File: src/sv/rolz_pkg.sv
// ----------------------------------------------------------------------------
// rolz_pkg
// Shared types and constants of the ROLZ decompressor: parse modes, token
// fields, table constants and the controller/datapath command and status.
// ----------------------------------------------------------------------------
package rolz_pkg;

    // stream positions and table entries
    localparam int          POS_W     = 17;
    localparam logic [16:0] UNSET_POS = 17'h1FFFF;

    // CRC32C, reflected
    localparam logic [31:0] CRC_POLY  = 32'h82F63B78;

    // parse modes
    localparam logic [1:0]  MODE_TOKEN   = 2'd0;
    localparam logic [1:0]  MODE_LITERAL = 2'd1;
    localparam logic [1:0]  MODE_EXTEND  = 2'd2;

    // token fields
    localparam logic [2:0]  CODE_EXT   = 3'h7;
    localparam logic [8:0]  MIN_MATCH  = 9'd2;
    localparam logic [8:0]  EXT_BASE   = 9'd9;

    // commands from controller to datapath
    typedef struct packed {
        logic clr_wr;
        logic accept;
        logic decode;
        logic lit_do;
        logic bad_push;
        logic crc_match;
        logic crc_ins;
        logic tbl_rd;
        logic msel;
        logic hist_rd_copy;
        logic copy_wr;
        logic copy_push;
        logic hist_rd_win;
        logic win_load;
        logic ins_wr;
    } t_cmd;

    // status from datapath to controller
    typedef struct packed {
        logic       clr_last;
        logic [1:0] mode;
        logic       is_match;
        logic       is_ext;
        logic       mchk_bad;
        logic       crc_done;
        logic       entry_bad;
        logic       copy_flush;
        logic       len_zero;
        logic       ins_pending;
        logic       win_full;
        logic       out_free;
    } t_status;

endpackage

File: src/sv/rolz_ctrl.sv
// ----------------------------------------------------------------------------
// rolz_ctrl
// Sequencer of the decompressor: table clear sweep, token decode, literal
// and match handling, byte copy and position insertion.
// ----------------------------------------------------------------------------
module rolz_ctrl (
    input  logic              i_clk,
    input  logic              i_rst_n,
    input  logic              i_in_valid,
    input  logic              i_block_start,
    input  rolz_pkg::t_status i_status,
    output rolz_pkg::t_cmd    o_cmd,
    output logic              o_in_ready
);

    localparam logic [4:0] S_CLEAR  = 5'd0;
    localparam logic [4:0] S_IDLE   = 5'd1;
    localparam logic [4:0] S_DECODE = 5'd2;
    localparam logic [4:0] S_LIT    = 5'd3;
    localparam logic [4:0] S_BAD    = 5'd4;
    localparam logic [4:0] S_MCHK   = 5'd5;
    localparam logic [4:0] S_MCRC   = 5'd6;
    localparam logic [4:0] S_MROW   = 5'd7;
    localparam logic [4:0] S_CRD    = 5'd8;
    localparam logic [4:0] S_CWR    = 5'd9;
    localparam logic [4:0] S_CPUSH  = 5'd10;
    localparam logic [4:0] S_INS    = 5'd11;
    localparam logic [4:0] S_IRD    = 5'd12;
    localparam logic [4:0] S_ICRC   = 5'd13;
    localparam logic [4:0] S_IROW   = 5'd14;

    logic [4:0] r_state, n_state;
    logic       r_go_decode, n_go_decode;

    // state register
    always_ff @(posedge i_clk) begin
        if (!i_rst_n) begin
            r_state     <= S_CLEAR;
            r_go_decode <= 1'b0;
        end else begin
            r_state     <= n_state;
            r_go_decode <= n_go_decode;
        end
    end

    // next state and commands
    always_comb begin
        n_state     = r_state;
        n_go_decode = r_go_decode;
        o_cmd       = '0;
        o_in_ready  = 1'b0;
        case (r_state)
            S_CLEAR: begin
                o_cmd.clr_wr = 1'b1;
                if (i_status.clr_last) begin
                    n_state     = r_go_decode ? S_DECODE : S_IDLE;
                    n_go_decode = 1'b0;
                end
            end
            S_IDLE: begin
                o_in_ready = 1'b1;
                if (i_in_valid) begin
                    o_cmd.accept = 1'b1;
                    if (i_block_start) begin
                        n_state     = S_CLEAR;
                        n_go_decode = 1'b1;
                    end else begin
                        n_state = S_DECODE;
                    end
                end
            end
            S_DECODE: begin
                o_cmd.decode = 1'b1;
                if (i_status.mode == rolz_pkg::MODE_LITERAL) begin
                    n_state = S_LIT;
                end else if (i_status.mode == rolz_pkg::MODE_EXTEND) begin
                    n_state = S_MCHK;
                end else if (i_status.is_match && !i_status.is_ext) begin
                    n_state = S_MCHK;
                end else begin
                    n_state = S_INS;
                end
            end
            S_LIT: begin
                if (i_status.out_free) begin
                    o_cmd.lit_do = 1'b1;
                    n_state      = S_INS;
                end
            end
            S_BAD: begin
                if (i_status.out_free) begin
                    o_cmd.bad_push = 1'b1;
                    n_state        = S_INS;
                end
            end
            S_MCHK: begin
                if (i_status.mchk_bad) begin
                    n_state = S_BAD;
                end else begin
                    o_cmd.crc_match = 1'b1;
                    n_state         = S_MCRC;
                end
            end
            S_MCRC: begin
                if (i_status.crc_done) begin
                    o_cmd.tbl_rd = 1'b1;
                    n_state      = S_MROW;
                end
            end
            S_MROW: begin
                if (i_status.entry_bad) begin
                    n_state = S_BAD;
                end else begin
                    o_cmd.msel = 1'b1;
                    n_state    = S_CRD;
                end
            end
            S_CRD: begin
                o_cmd.hist_rd_copy = 1'b1;
                n_state            = S_CWR;
            end
            S_CWR: begin
                o_cmd.copy_wr = 1'b1;
                n_state       = i_status.copy_flush ? S_CPUSH : S_CRD;
            end
            S_CPUSH: begin
                if (i_status.out_free) begin
                    o_cmd.copy_push = 1'b1;
                    n_state         = i_status.len_zero ? S_INS : S_CRD;
                end
            end
            S_INS: begin
                if (!i_status.ins_pending) begin
                    n_state = S_IDLE;
                end else if (i_status.win_full) begin
                    o_cmd.crc_ins = 1'b1;
                    n_state       = S_ICRC;
                end else begin
                    o_cmd.hist_rd_win = 1'b1;
                    n_state           = S_IRD;
                end
            end
            S_IRD: begin
                o_cmd.win_load = 1'b1;
                n_state        = S_INS;
            end
            S_ICRC: begin
                if (i_status.crc_done) begin
                    o_cmd.tbl_rd = 1'b1;
                    n_state      = S_IROW;
                end
            end
            S_IROW: begin
                o_cmd.ins_wr = 1'b1;
                n_state      = S_INS;
            end
            default: begin
                n_state = S_IDLE;
            end
        endcase
    end

    // the accept cycle only ever happens while idle
    a_accept_idle: assert property (@(posedge i_clk) disable iff (!i_rst_n)
        o_cmd.accept |-> (r_state == S_IDLE))
        else $error("accept outside idle");

    // a clear sweep started by a block start always ends in decode
    a_clear_decode: assert property (@(posedge i_clk) disable iff (!i_rst_n)
        (r_state == S_CLEAR && i_status.clr_last && r_go_decode) |=> (r_state == S_DECODE))
        else $error("clear sweep did not return to decode");

    // row read only with a finished hash
    a_row_hash: assert property (@(posedge i_clk) disable iff (!i_rst_n)
        o_cmd.tbl_rd |-> i_status.crc_done)
        else $error("table read before hash done");

endmodule

File: config.mk
export PLATFORM = sky130hd
export DESIGN_NAME = rolz_ctrl
export DESIGN_NICKNAME = d
export VERILOG_FILES = /design/src/sv/rolz_pkg.sv /design/src/sv/rolz_ctrl.sv
export SDC_FILE = /design/constraint.sdc
export NUM_CORES = 1
export LEC_CHECK = 0
export ABC_AREA = 1
export BUFFER_PORTS_ARGS = -buffer_cell sky130_fd_sc_hd__buf_2
export CORE_MARGIN = 5
export CORE_UTILIZATION = 48
export DETAILED_ROUTE_END_ITERATION = 10
export GPL_TIMING_DRIVEN = 1
export HOLD_SLACK_MARGIN = 0.05
export PLACE_DENSITY_LB_ADDON = 0.2
export SLEW_MARGIN = 20
export SYNTH_ARGS = -nofsm -noshare
export SYNTH_HDL_FRONTEND = slang
export SYNTH_SLANG_ARGS = --single-unit
File: constraint.sdc
create_clock -name i_clk -period 2.3 [get_ports i_clk]
set_input_delay 0.115 -clock i_clk [delete_from_list [all_inputs] [get_ports i_clk]]
set_output_delay 0.115 -clock i_clk [all_outputs]
set_load 0.05 [all_outputs]
==> results_dict.tcl, run 1 <==
set metrics [dict create \
    outcome "completed" \
    crit_path_end_kind "output port" \
    clk_latency_ps 230 \
    synth_common_cells "33 x nand2_1, 23 x inv_1, 16 x nor2_1, 11 x nand3_1, 8 x a21oi_1" \
    first_iter_violations 36 \
    insertedDiodeCount 0 \
    fin_crit_sh 0.718 \
    cts.reportedPaths.clkPinSlew_ps 40 \
    initial_core_util 0.504 \
    synth_cells 126 \
    gp_congestion 0.865 \
    avgRoutedWirePerCell_um 10.7 \
    grt_setup_unrepaired "no" \
    fillCellCount 140 \
    overflow 0 \
    die_area_um2 2200 \
    htree_levels 1 \
    drv_cap 0 \
    slew_headroom 0.774 \
    drc 0 \
    cts_tree "done" \
    antenna_found_initial 0 \
    top_layer "met3" \
    drtPass1Iterations 4 \
    ys_ff_latch 5 \
    synth_top_area_frac 0.189 \
    netlist.top_cell.by_area "nand2_1" \
    hold_viol_final 0 \
    syn_area_um2 656 \
    wl_met3_um 132 \
    hp-start "i_rst_n" \
    slowest_stage "dfxtp_1" \
    multi_input_area_um2 454 \
    tns_ps 0 \
    final_core_util 0.662 \
    clockRootBuffer "clkbuf_4" \
    arrival_ps 1540 \
    async_flop_share 0 \
    worst_ep_required_time_ps 2180 \
    numPortBuffers 32 \
    cts-hold-fix-buffers 0 \
    cp-startpoint "r_state[0]" \
    dieHeight_um 47.0 \
    grtUsageTotal 0.184 \
    synthTopCellsByArea "nand2_1 19%, dfxtp_1 15%, inv_1 13%" \
    die-width_um 47.0 \
    power_density_nw_per_um2 834 \
    fmax_mhz 605 \
    numCtsBuffers 3 \
    finalCriticalPeriod_ps 1650 \
    met2_length_um 978 \
    cts_buffer_depth 2 \
    dp.final_hpwl_um 1630 \
    io_pins 33 \
    syn_area_per_cell_um2 5.20 \
    vias_per_cell 4.88 \
    grt_max_degree 9 \
    ys_seq_area_frac 0.153 \
    critical_path_buf_inv_count 2 \
    synthFlopType "dfxtp_1" \
    numClockSinks 5 \
    slowest_delay_ps 420 \
    synth_cell_types 18 \
    grt_pass1_vias 725 \
    cp_cell_sequence "inv_1 > nor2_4 > nand2_2 > a21oi_1 > buf_2" \
    coreArea_um2 1300 \
    cp_max_fo 8 \
    worstMarginPinSlew_ps 339 \
    area_growth_pct 31.3 \
    placed_cells 173 \
    nets 180 \
    ant_nets 0 \
    start_kind "register" \
    stdcell_count 177 \
    clock-skew-final_ps 1.68 \
    met1Wirelength_um 777 \
    vias 863 \
    seqCellArea_um2 100 \
    drv_slew 0 \
    hp-class "primary input to register" \
    rr_startpoint "r_state[1]" \
    drive_gt1_frac 0.333 \
    cts_setup_buffers 0 \
    cts_resized 0 \
    power_leakage_nw 0.569 \
    synth-edff-count 0 \
    grt_pass1_wl_um 2920 \
    setup_violations 0 \
    synth_nets 143 \
    ir_drop_uv 531 \
    totalWireLength_um 1890 \
    worstSetupPathType "register to output port" \
    num_rows 13 \
    crit_family "flip-flops" \
    yosysWarningCount 0 \
    yosysMostFrequentCell "nand2_1" \
]
[logic make-up (layout without fill, tap and decap cells)]
logic type,Yosys count,after routing,synth area share
and+or+nand+nor,81,81,0.588
buffers and inverters,27,63,0.155
AOI/OAI and AO/OA,13,13,0.105
DFF,5,5,0.153
[worst reg2reg max path, cell delays in order, from the launching register on]
cell and delay [ps]:
dfxtp_1 460, inv_1 80, nor2_2 220, nand2_1 150
nand3_2 90, nand2_2 60, nand3_2 90, nand2_1 60
a21oi_1 140
[power by group]
group          switching, W  internal (W)
clock network     0.0000305     0.0000652
registers         0.0000300      0.000106
logic              0.000354      0.000132
total              0.000415      0.000303
[worst paths after layout]
path | end | slack [ps] | cells after the start
setup / recovery | o_cmd[7] | 650 | 5
setup reg to reg | r_state[0] | 890 | 8
hold reg to reg | r_go_decode | 490 | 2
hold / removal | r_go_decode | 180 | 3
[registers in the layout, indices dropped and copies added, names as in the netlist]
register,count
r_go_decode,1
r_state,4
[layout by cell type, fill, tap and decap left out]
master	count
a21oi_1	8
buf_2	32
clkbuf_1	1
clkbuf_4	3
dfxtp_1	5
inv_1	23
inv_2	4
nand2_1	33
nand2_2	6
nand3_1	11
nand3_2	2
nand3b_1	3
nand4_1	2
nor2_1	16
nor2_2	6
nor2_4	1
nor3_1	1
o211ai_1	1
o21ai_0	2
o21ai_1	1
o22ai_1	1
[metal layers]
| layer | global-route usage | vias up |
|---|---|---|
| met4 | 0.0497 | 0 |
| met3 | 0.0230 | 0 |
| met5 | 0 | - |
| met1 | 0.226 | 371 |
| li1 | - | 466 |
| met2 | 0.333 | 26 |
[per-stage QoR]
step           instance area (um^2)  setup slack, ps  total power, W  hold WS, ps
2_1_floorplan                   656              440        0.000507          279
3_3_place_gp                    835              940        0.000610          408
3_5_place_dp                    835              904        0.000620          427
4_1_cts                         861              645        0.000719          184
5_1_grt                         861              541        0.000780          200
6_report                        861              648        0.000718          182
[area by class of cell]
| cell class | count | area share |
|---|---|---|
| Clock buffer | 4 | 0.0305 |
| Inverter | 27 | 0.118 |
| Multi-Input combinational cell | 94 | 0.528 |
| Sequential cell | 5 | 0.116 |
| Tap cell | 15 | 0.0218 |
| Timing Repair Buffer | 32 | 0.186 |
Power figures use the tool's default switching activity.
==> run 2, diff against run 1 <==
--- a/config.mk
+++ b/config.mk
@@ -8,7 +8,7 @@
 export ABC_AREA = 1
 export BUFFER_PORTS_ARGS = -buffer_cell sky130_fd_sc_hd__buf_2
 export CORE_MARGIN = 5
-export CORE_UTILIZATION = 48
+export CORE_UTILIZATION = 40
 export DETAILED_ROUTE_END_ITERATION = 10
 export GPL_TIMING_DRIVEN = 1
 export HOLD_SLACK_MARGIN = 0.05
==> constraint.sdc (replaced) <==
create_clock -name i_clk -period 1.3 [get_ports i_clk]
set_input_delay 0.065 -clock i_clk [delete_from_list [all_inputs] [get_ports i_clk]]
set_output_delay 0.065 -clock i_clk [all_outputs]
set_load 0.05 [all_outputs]
==> run 2 against run 1 <==
The run now ends with negative setup slack left. Wire length is 110% higher. Flip-flop and latch count is the same. Non-clock buffer count grew 25. Register-to-register slack worse by 1200 ps. Sequential power increased by 120%. Combinational power rose to 3.3 times the previous value. Via count is 40% higher. Die area rose by 16%. Largest cell class unchanged. Largest power group unchanged.
==> results_dict.tcl, run 2 (synthesis gave the netlist of run 1 again) <==
set metrics [dict create \
    die_area_um2 2550 \
    io_pins 33 \
    grt.busiest_layer "met2" \
    antenna_found_initial 0 \
    avgRoutedWirePerCell_um 19.1 \
    dieHeight_um 50.5 \
    setup_violations 17 \
    reg.largest.list "r_state (4), r_go_decode (1)" \
    slew_headroom 0.791 \
    numClockSinks 5 \
    final_cell_mix "23 x nand2_1, 18 x buf_6, 17 x buf_4" \
    use_met3 0.0680 \
    grtUsageMet1 0.246 \
    first_iter_violations 59 \
    cp_common_cell "nand2_1" \
    slowest_stage "dfxtp_4" \
    coreArea_um2 1520 \
    clock-skew-final_ps 11.7 \
    cp_max_fo 5 \
    initial_core_util 0.430 \
    insertedDiodeCount 0 \
    pre_cts_ws_ps -120 \
    outcome "finished with violations" \
    largest_register "r_state" \
    worstMarginPinSlew_ps 314 \
    drtPass1Iterations 4 \
    slowest_delay_ps 390 \
    vias_per_cell 5.94 \
    worstSetupPathType "register to register" \
    gp_congestion 0.959 \
    drive_gt1_frac 0.642 \
    numPortBuffers 32 \
    grt_pass1_vias 1005 \
    hp-class "primary input to register" \
    drc 0 \
    cts.reportedPaths.clkPinSlew_ps 50 \
    fin_ws_ps -305 \
    cts_buffer_depth 2 \
    power_leakage_nw 0.761 \
    vias 1206 \
    area_growth_pct 119 \
    arrival_ps 1720 \
    ff2ff_path_depth 9 \
    clk_latency_ps 250 \
    violations "negative setup slack" \
    hold-path-cell-count 3 \
    cts_tree "done" \
    power_density_nw_per_um2 1450 \
    critical_path_buf_inv_count 2 \
    start_kind "register" \
    overflow 0 \
    numCtsBuffers 3 \
    grtUsageTotal 0.203 \
    fmax_mhz 623 \
    ant_nets 0 \
    hold_viol_final 0 \
    grt_max_degree 8 \
    totalWireLength_um 3880 \
    finalCriticalPeriod_ps 1610 \
    final_common_cell "nand2_1" \
    path_depth 9 \
    clockRootBuffer "clkbuf_4" \
    crit_path_end_kind "register" \
    fin_crit_sh 1.23 \
    worst_ep_required_time_ps 1420 \
    num_rows 14 \
    dp.final_hpwl_um 1760 \
    crit_family "simple AND/OR/NAND/NOR gates" \
    grt_setup_unrepaired "yes" \
    drv_slew 0 \
    largest_reg_flops 4 \
    grtUsageMet2 0.339 \
    ir_drop_uv 1500 \
    grt_pass1_wl_um 4140 \
    total_power_w 0.00208 \
    cp_cell_sequence "buf_6 > nand2_2 > inv_4 > nand2_4 > nand3_1 > nor2_1 > nand2_1 > nand2_1 > a21oi_1" \
    drv_cap 0 \
    htree_levels 1 \
    nets 205 \
    die-width_um 50.5 \
]
run 2: cell count changes in the layout (fill, tap and decap cells not counted), sizes merged:
cell / previous run / this run
clkinvlp: 0 / 1
inv: 27 / 26
buf: 32 / 57
run 2: stage by stage:
| step | hold slack, ps | utilization | setup TNS (ps) | cell area (um^2) | cells |
|---|---|---|---|---|---|
| 2_1_floorplan | 229 | - | -479 | 697 | 126 |
| 3_3_place_gp | 361 | 0.610 | -567 | 930 | 181 |
| 3_5_place_dp | 365 | 0.610 | -612 | 930 | 181 |
| 4_1_cts | 122 | 0.768 | -1020 | 1170 | 193 |
| 5_1_grt | 144 | 0.943 | -3670 | 1440 | 203 |
| 6_report | 136 | 0.943 | -2520 | 1440 | 203 |
run 2: area by class of cell:
| type | count | area (um^2) |
|---|---|---|
| Timing Repair Buffer | 57 | 500 |
| Clock buffer | 4 | 26.3 |
| Fill cell | 49 | 86.3 |
| Inverter | 27 | 115 |
| Multi-Input combinational cell | 94 | 661 |
| Sequential cell | 5 | 115 |
| Tap cell | 16 | 20.0 |
run 2: per-layer routing:
layer  share of wire  vias up  wire (um)
li1                -      519          -
met2            0.49      100       1910
met4           0.038        0        149
met1            0.36      561       1380
met3            0.11       26        435
met5               0        -          0
run 2: worst paths after layout:
| kind | endpoint | from | slack (ps) |
|---|---|---|---|
| max | r_state[0] | r_state[1] | -310 |
| min | r_go_decode | i_block_start | 140 |
| max reg2reg | r_state[0] | r_state[1] | -310 |
| min reg2reg | r_go_decode | r_go_decode | 530 |
run 2: where the power goes:
group	switching (W)	internal, W	total, W	leakage (nW)
combinational	0.000963	0.000636	0.00160	0.702
sequential	0.0000926	0.000202	0.000295	0.0437
clock	0.0000747	0.000117	0.000191	0.0150
run 2: what timing repair did:
action | in CTS | in global routing
setup buffers | 8 | 10
gates cloned | 0 | 0
hold buffers | 0 | 0
endpoints found under the hold margin | 0 | 0
setup endpoints to repair | 20 | 21
pin swaps | 5 | 9
gates resized for setup | 49 | 58
run 2: tightest hold or removal path, cell delays in order:
cell and delay [ps]:
buf_2 110, nand3_1 90, a21oi_1 70
==> run 3, diff against run 2 <==
--- a/config.mk
+++ b/config.mk
@@ -17,3 +17,4 @@
 export SYNTH_ARGS = -nofsm -noshare
 export SYNTH_HDL_FRONTEND = slang
 export SYNTH_SLANG_ARGS = --single-unit
+export TNS_END_PERCENT = 20
==> run 3 against run 2 <==
The run still ends with negative setup slack left. Critical path type is now register to output port. Via count decreased by 17%. Setup slack improved by 210 ps. Clock skew decreased by 9.2 ps. Clock power down 5%. Total power fell by 21%. Wire length down 38%. Global-route usage decreased by 1.2 points.
==> results_dict.tcl, run 3 (synthesis gave the netlist of run 1 again) <==
set metrics [dict create \
    overflow 0 \
    total_power_w 0.00165 \
    outcome "finished with violations" \
    clk_latency_ps 240 \
    largest_reg_flops 4 \
    gp_congestion 0.945 \
    fillCellCount 107 \
    grtUsageTotal 0.190 \
    die-width_um 50.5 \
    grtUsageMet1 0.232 \
    worstMarginPinSlew_ps 231 \
    drc 0 \
    vias_per_cell 5.15 \
    first_iter_violations 34 \
    antenna_found_initial 0 \
    ir_drop_uv 1430 \
    numPortBuffers 32 \
    cellInternalPower_w 0.000776 \
    violations "negative setup slack" \
    worst_ep_required_time_ps 1240 \
    pwr-share-clk 0.111 \
    tns_ps -797 \
    cts_tree "done" \
    fin_ws_ps -98.5 \
    avgRoutedWirePerCell_um 12.3 \
    dieHeight_um 50.5 \
    arrival_ps 1330 \
    num_rows 14 \
    power_frac_seq 0.170 \
    grt_pass1_wl_um 3820 \
    largest_register "r_state" \
    final_core_util 0.787 \
    numClockSinks 5 \
    cts_buffer_depth 2 \
    design_area_um2 1200 \
    grt_setup_unrepaired "yes" \
    grt_max_degree 9 \
    totalWireLength_um 2390 \
    cts.reportedPaths.clkPinSlew_ps 40 \
    dp.final_hpwl_um 1730 \
    drive_gt1_frac 0.508 \
    io_pins 33 \
    power_switching_w 0.000869 \
    reg.largest.list "r_state (4), r_go_decode (1)" \
    crit_path_end_kind "output port" \
    cp_max_fo 6 \
    drtPass1Iterations 4 \
    final_cell_mix "32 x nand2_1, 18 x inv_1, 17 x buf_4" \
    grt_pass1_vias 903 \
    power_frac_comb 0.719 \
    drv_cap 0 \
    hp-class "primary input to register" \
    grtUsageMet2 0.316 \
    worstSetupPathType "register to output port" \
    p_sw_frac 0.528 \
    clockRootBuffer "clkbuf_4" \
    insertedDiodeCount 0 \
    final_common_cell "nand2_1" \
    fin_crit_sh 1.08 \
    use_met3 0.0266 \
    die_area_um2 2550 \
    vias 1005 \
    htree_levels 1 \
    fmax_mhz 715 \
    hold_slack_ps 106 \
    power_leakage_nw 0.692 \
    initial_core_util 0.430 \
    hold_viol_final 0 \
    setup_violations 16 \
    nets 197 \
    coreArea_um2 1520 \
    numCtsBuffers 3 \
    clock-skew-final_ps 2.49 \
    dpl_cell_area_um2 921 \
    finalCriticalPeriod_ps 1400 \
    grt.busiest_layer "met2" \
    start_kind "register" \
    slew_headroom 0.845 \
    power_density_nw_per_um2 1370 \
    drv_slew 0 \
    area_growth_pct 82.8 \
    ant_nets 0 \
]
-- run 3: cell types whose count changed in the layout (fill, tap and decap cells not counted), moves of 2 or more --
cell / previous run / this run
a21oi_1: 3 / 6
a21oi_2: 4 / 1
buf_6: 18 / 16
buf_8: 6 / 0
inv_1: 16 / 18
inv_4: 4 / 2
nand2_1: 23 / 32
nand2_2: 9 / 5
nand2_4: 7 / 2
nand3_1: 7 / 10
nand3_4: 2 / 0
nor2_1: 6 / 10
nor2_4: 12 / 7
-- run 3: layer usage --
metal  routed length [um]  up-vias
li1                     -      500
met1                  908      445
met2                 1200       50
met3                  223       10
met4                   63        0
met5                    0        -
-- run 3: what timing repair did --
item / CTS / global route
pin swaps: 6 / 5
hold buffers: 0 / 0
setup buffers: 4 / 4
resized for setup: 46 / 16
hold endpoints to repair: 0 / 0
endpoints found under the setup margin: 20 / 21
-- run 3: power groups by stage --
stage | combinational (W) | clock, W | sequential, W
floorplan | 0.000678 | 0 | 0.000239
global placement | 0.000953 | 0 | 0.000247
detailed placement | 0.000961 | 0 | 0.000249
CTS | 0.00110 | 0.000188 | 0.000279
global route | 0.00128 | 0.000203 | 0.000288
finish | 0.00118 | 0.000182 | 0.000280
-- run 3: worst paths after layout --
path               start     endpoint  slack [ps]  cells past startpoint
max           r_state[0]     o_cmd[4]        -100                      6
min              i_rst_n   r_state[0]         110                      3
max reg2reg   r_state[0]   r_state[1]         -50                     10
min reg2reg  r_go_decode  r_go_decode         490                      2
-- run 3: stage by stage --
step | setup WS, ps | std cells
floorplan | -208 | 126
global placement | -63.2 | 183
detailed placement | -93.9 | 183
CTS | -127 | 191
global route | -178 | 195
finish | -98.5 | 195
-- run 3: layout make-up --
| cell class | count | area, um^2 | area share |
|---|---|---|---|
| multi-input combinational | 94 | 543 | 0.453 |
| timing repair buffer | 49 | 388 | 0.324 |
| sequential | 5 | 115 | 0.0960 |
| inverter | 27 | 106 | 0.0887 |
| clock buffer | 4 | 26.3 | 0.0219 |
| tap | 16 | 20.0 | 0.0167 |
-- run 3: critical path: stages (launching register included) --
cell     delay, ps
dfxtp_4        390
inv_4           50
nor2_4         200
buf_6          140
inv_2           30
nor3_4         110
buf_6          180
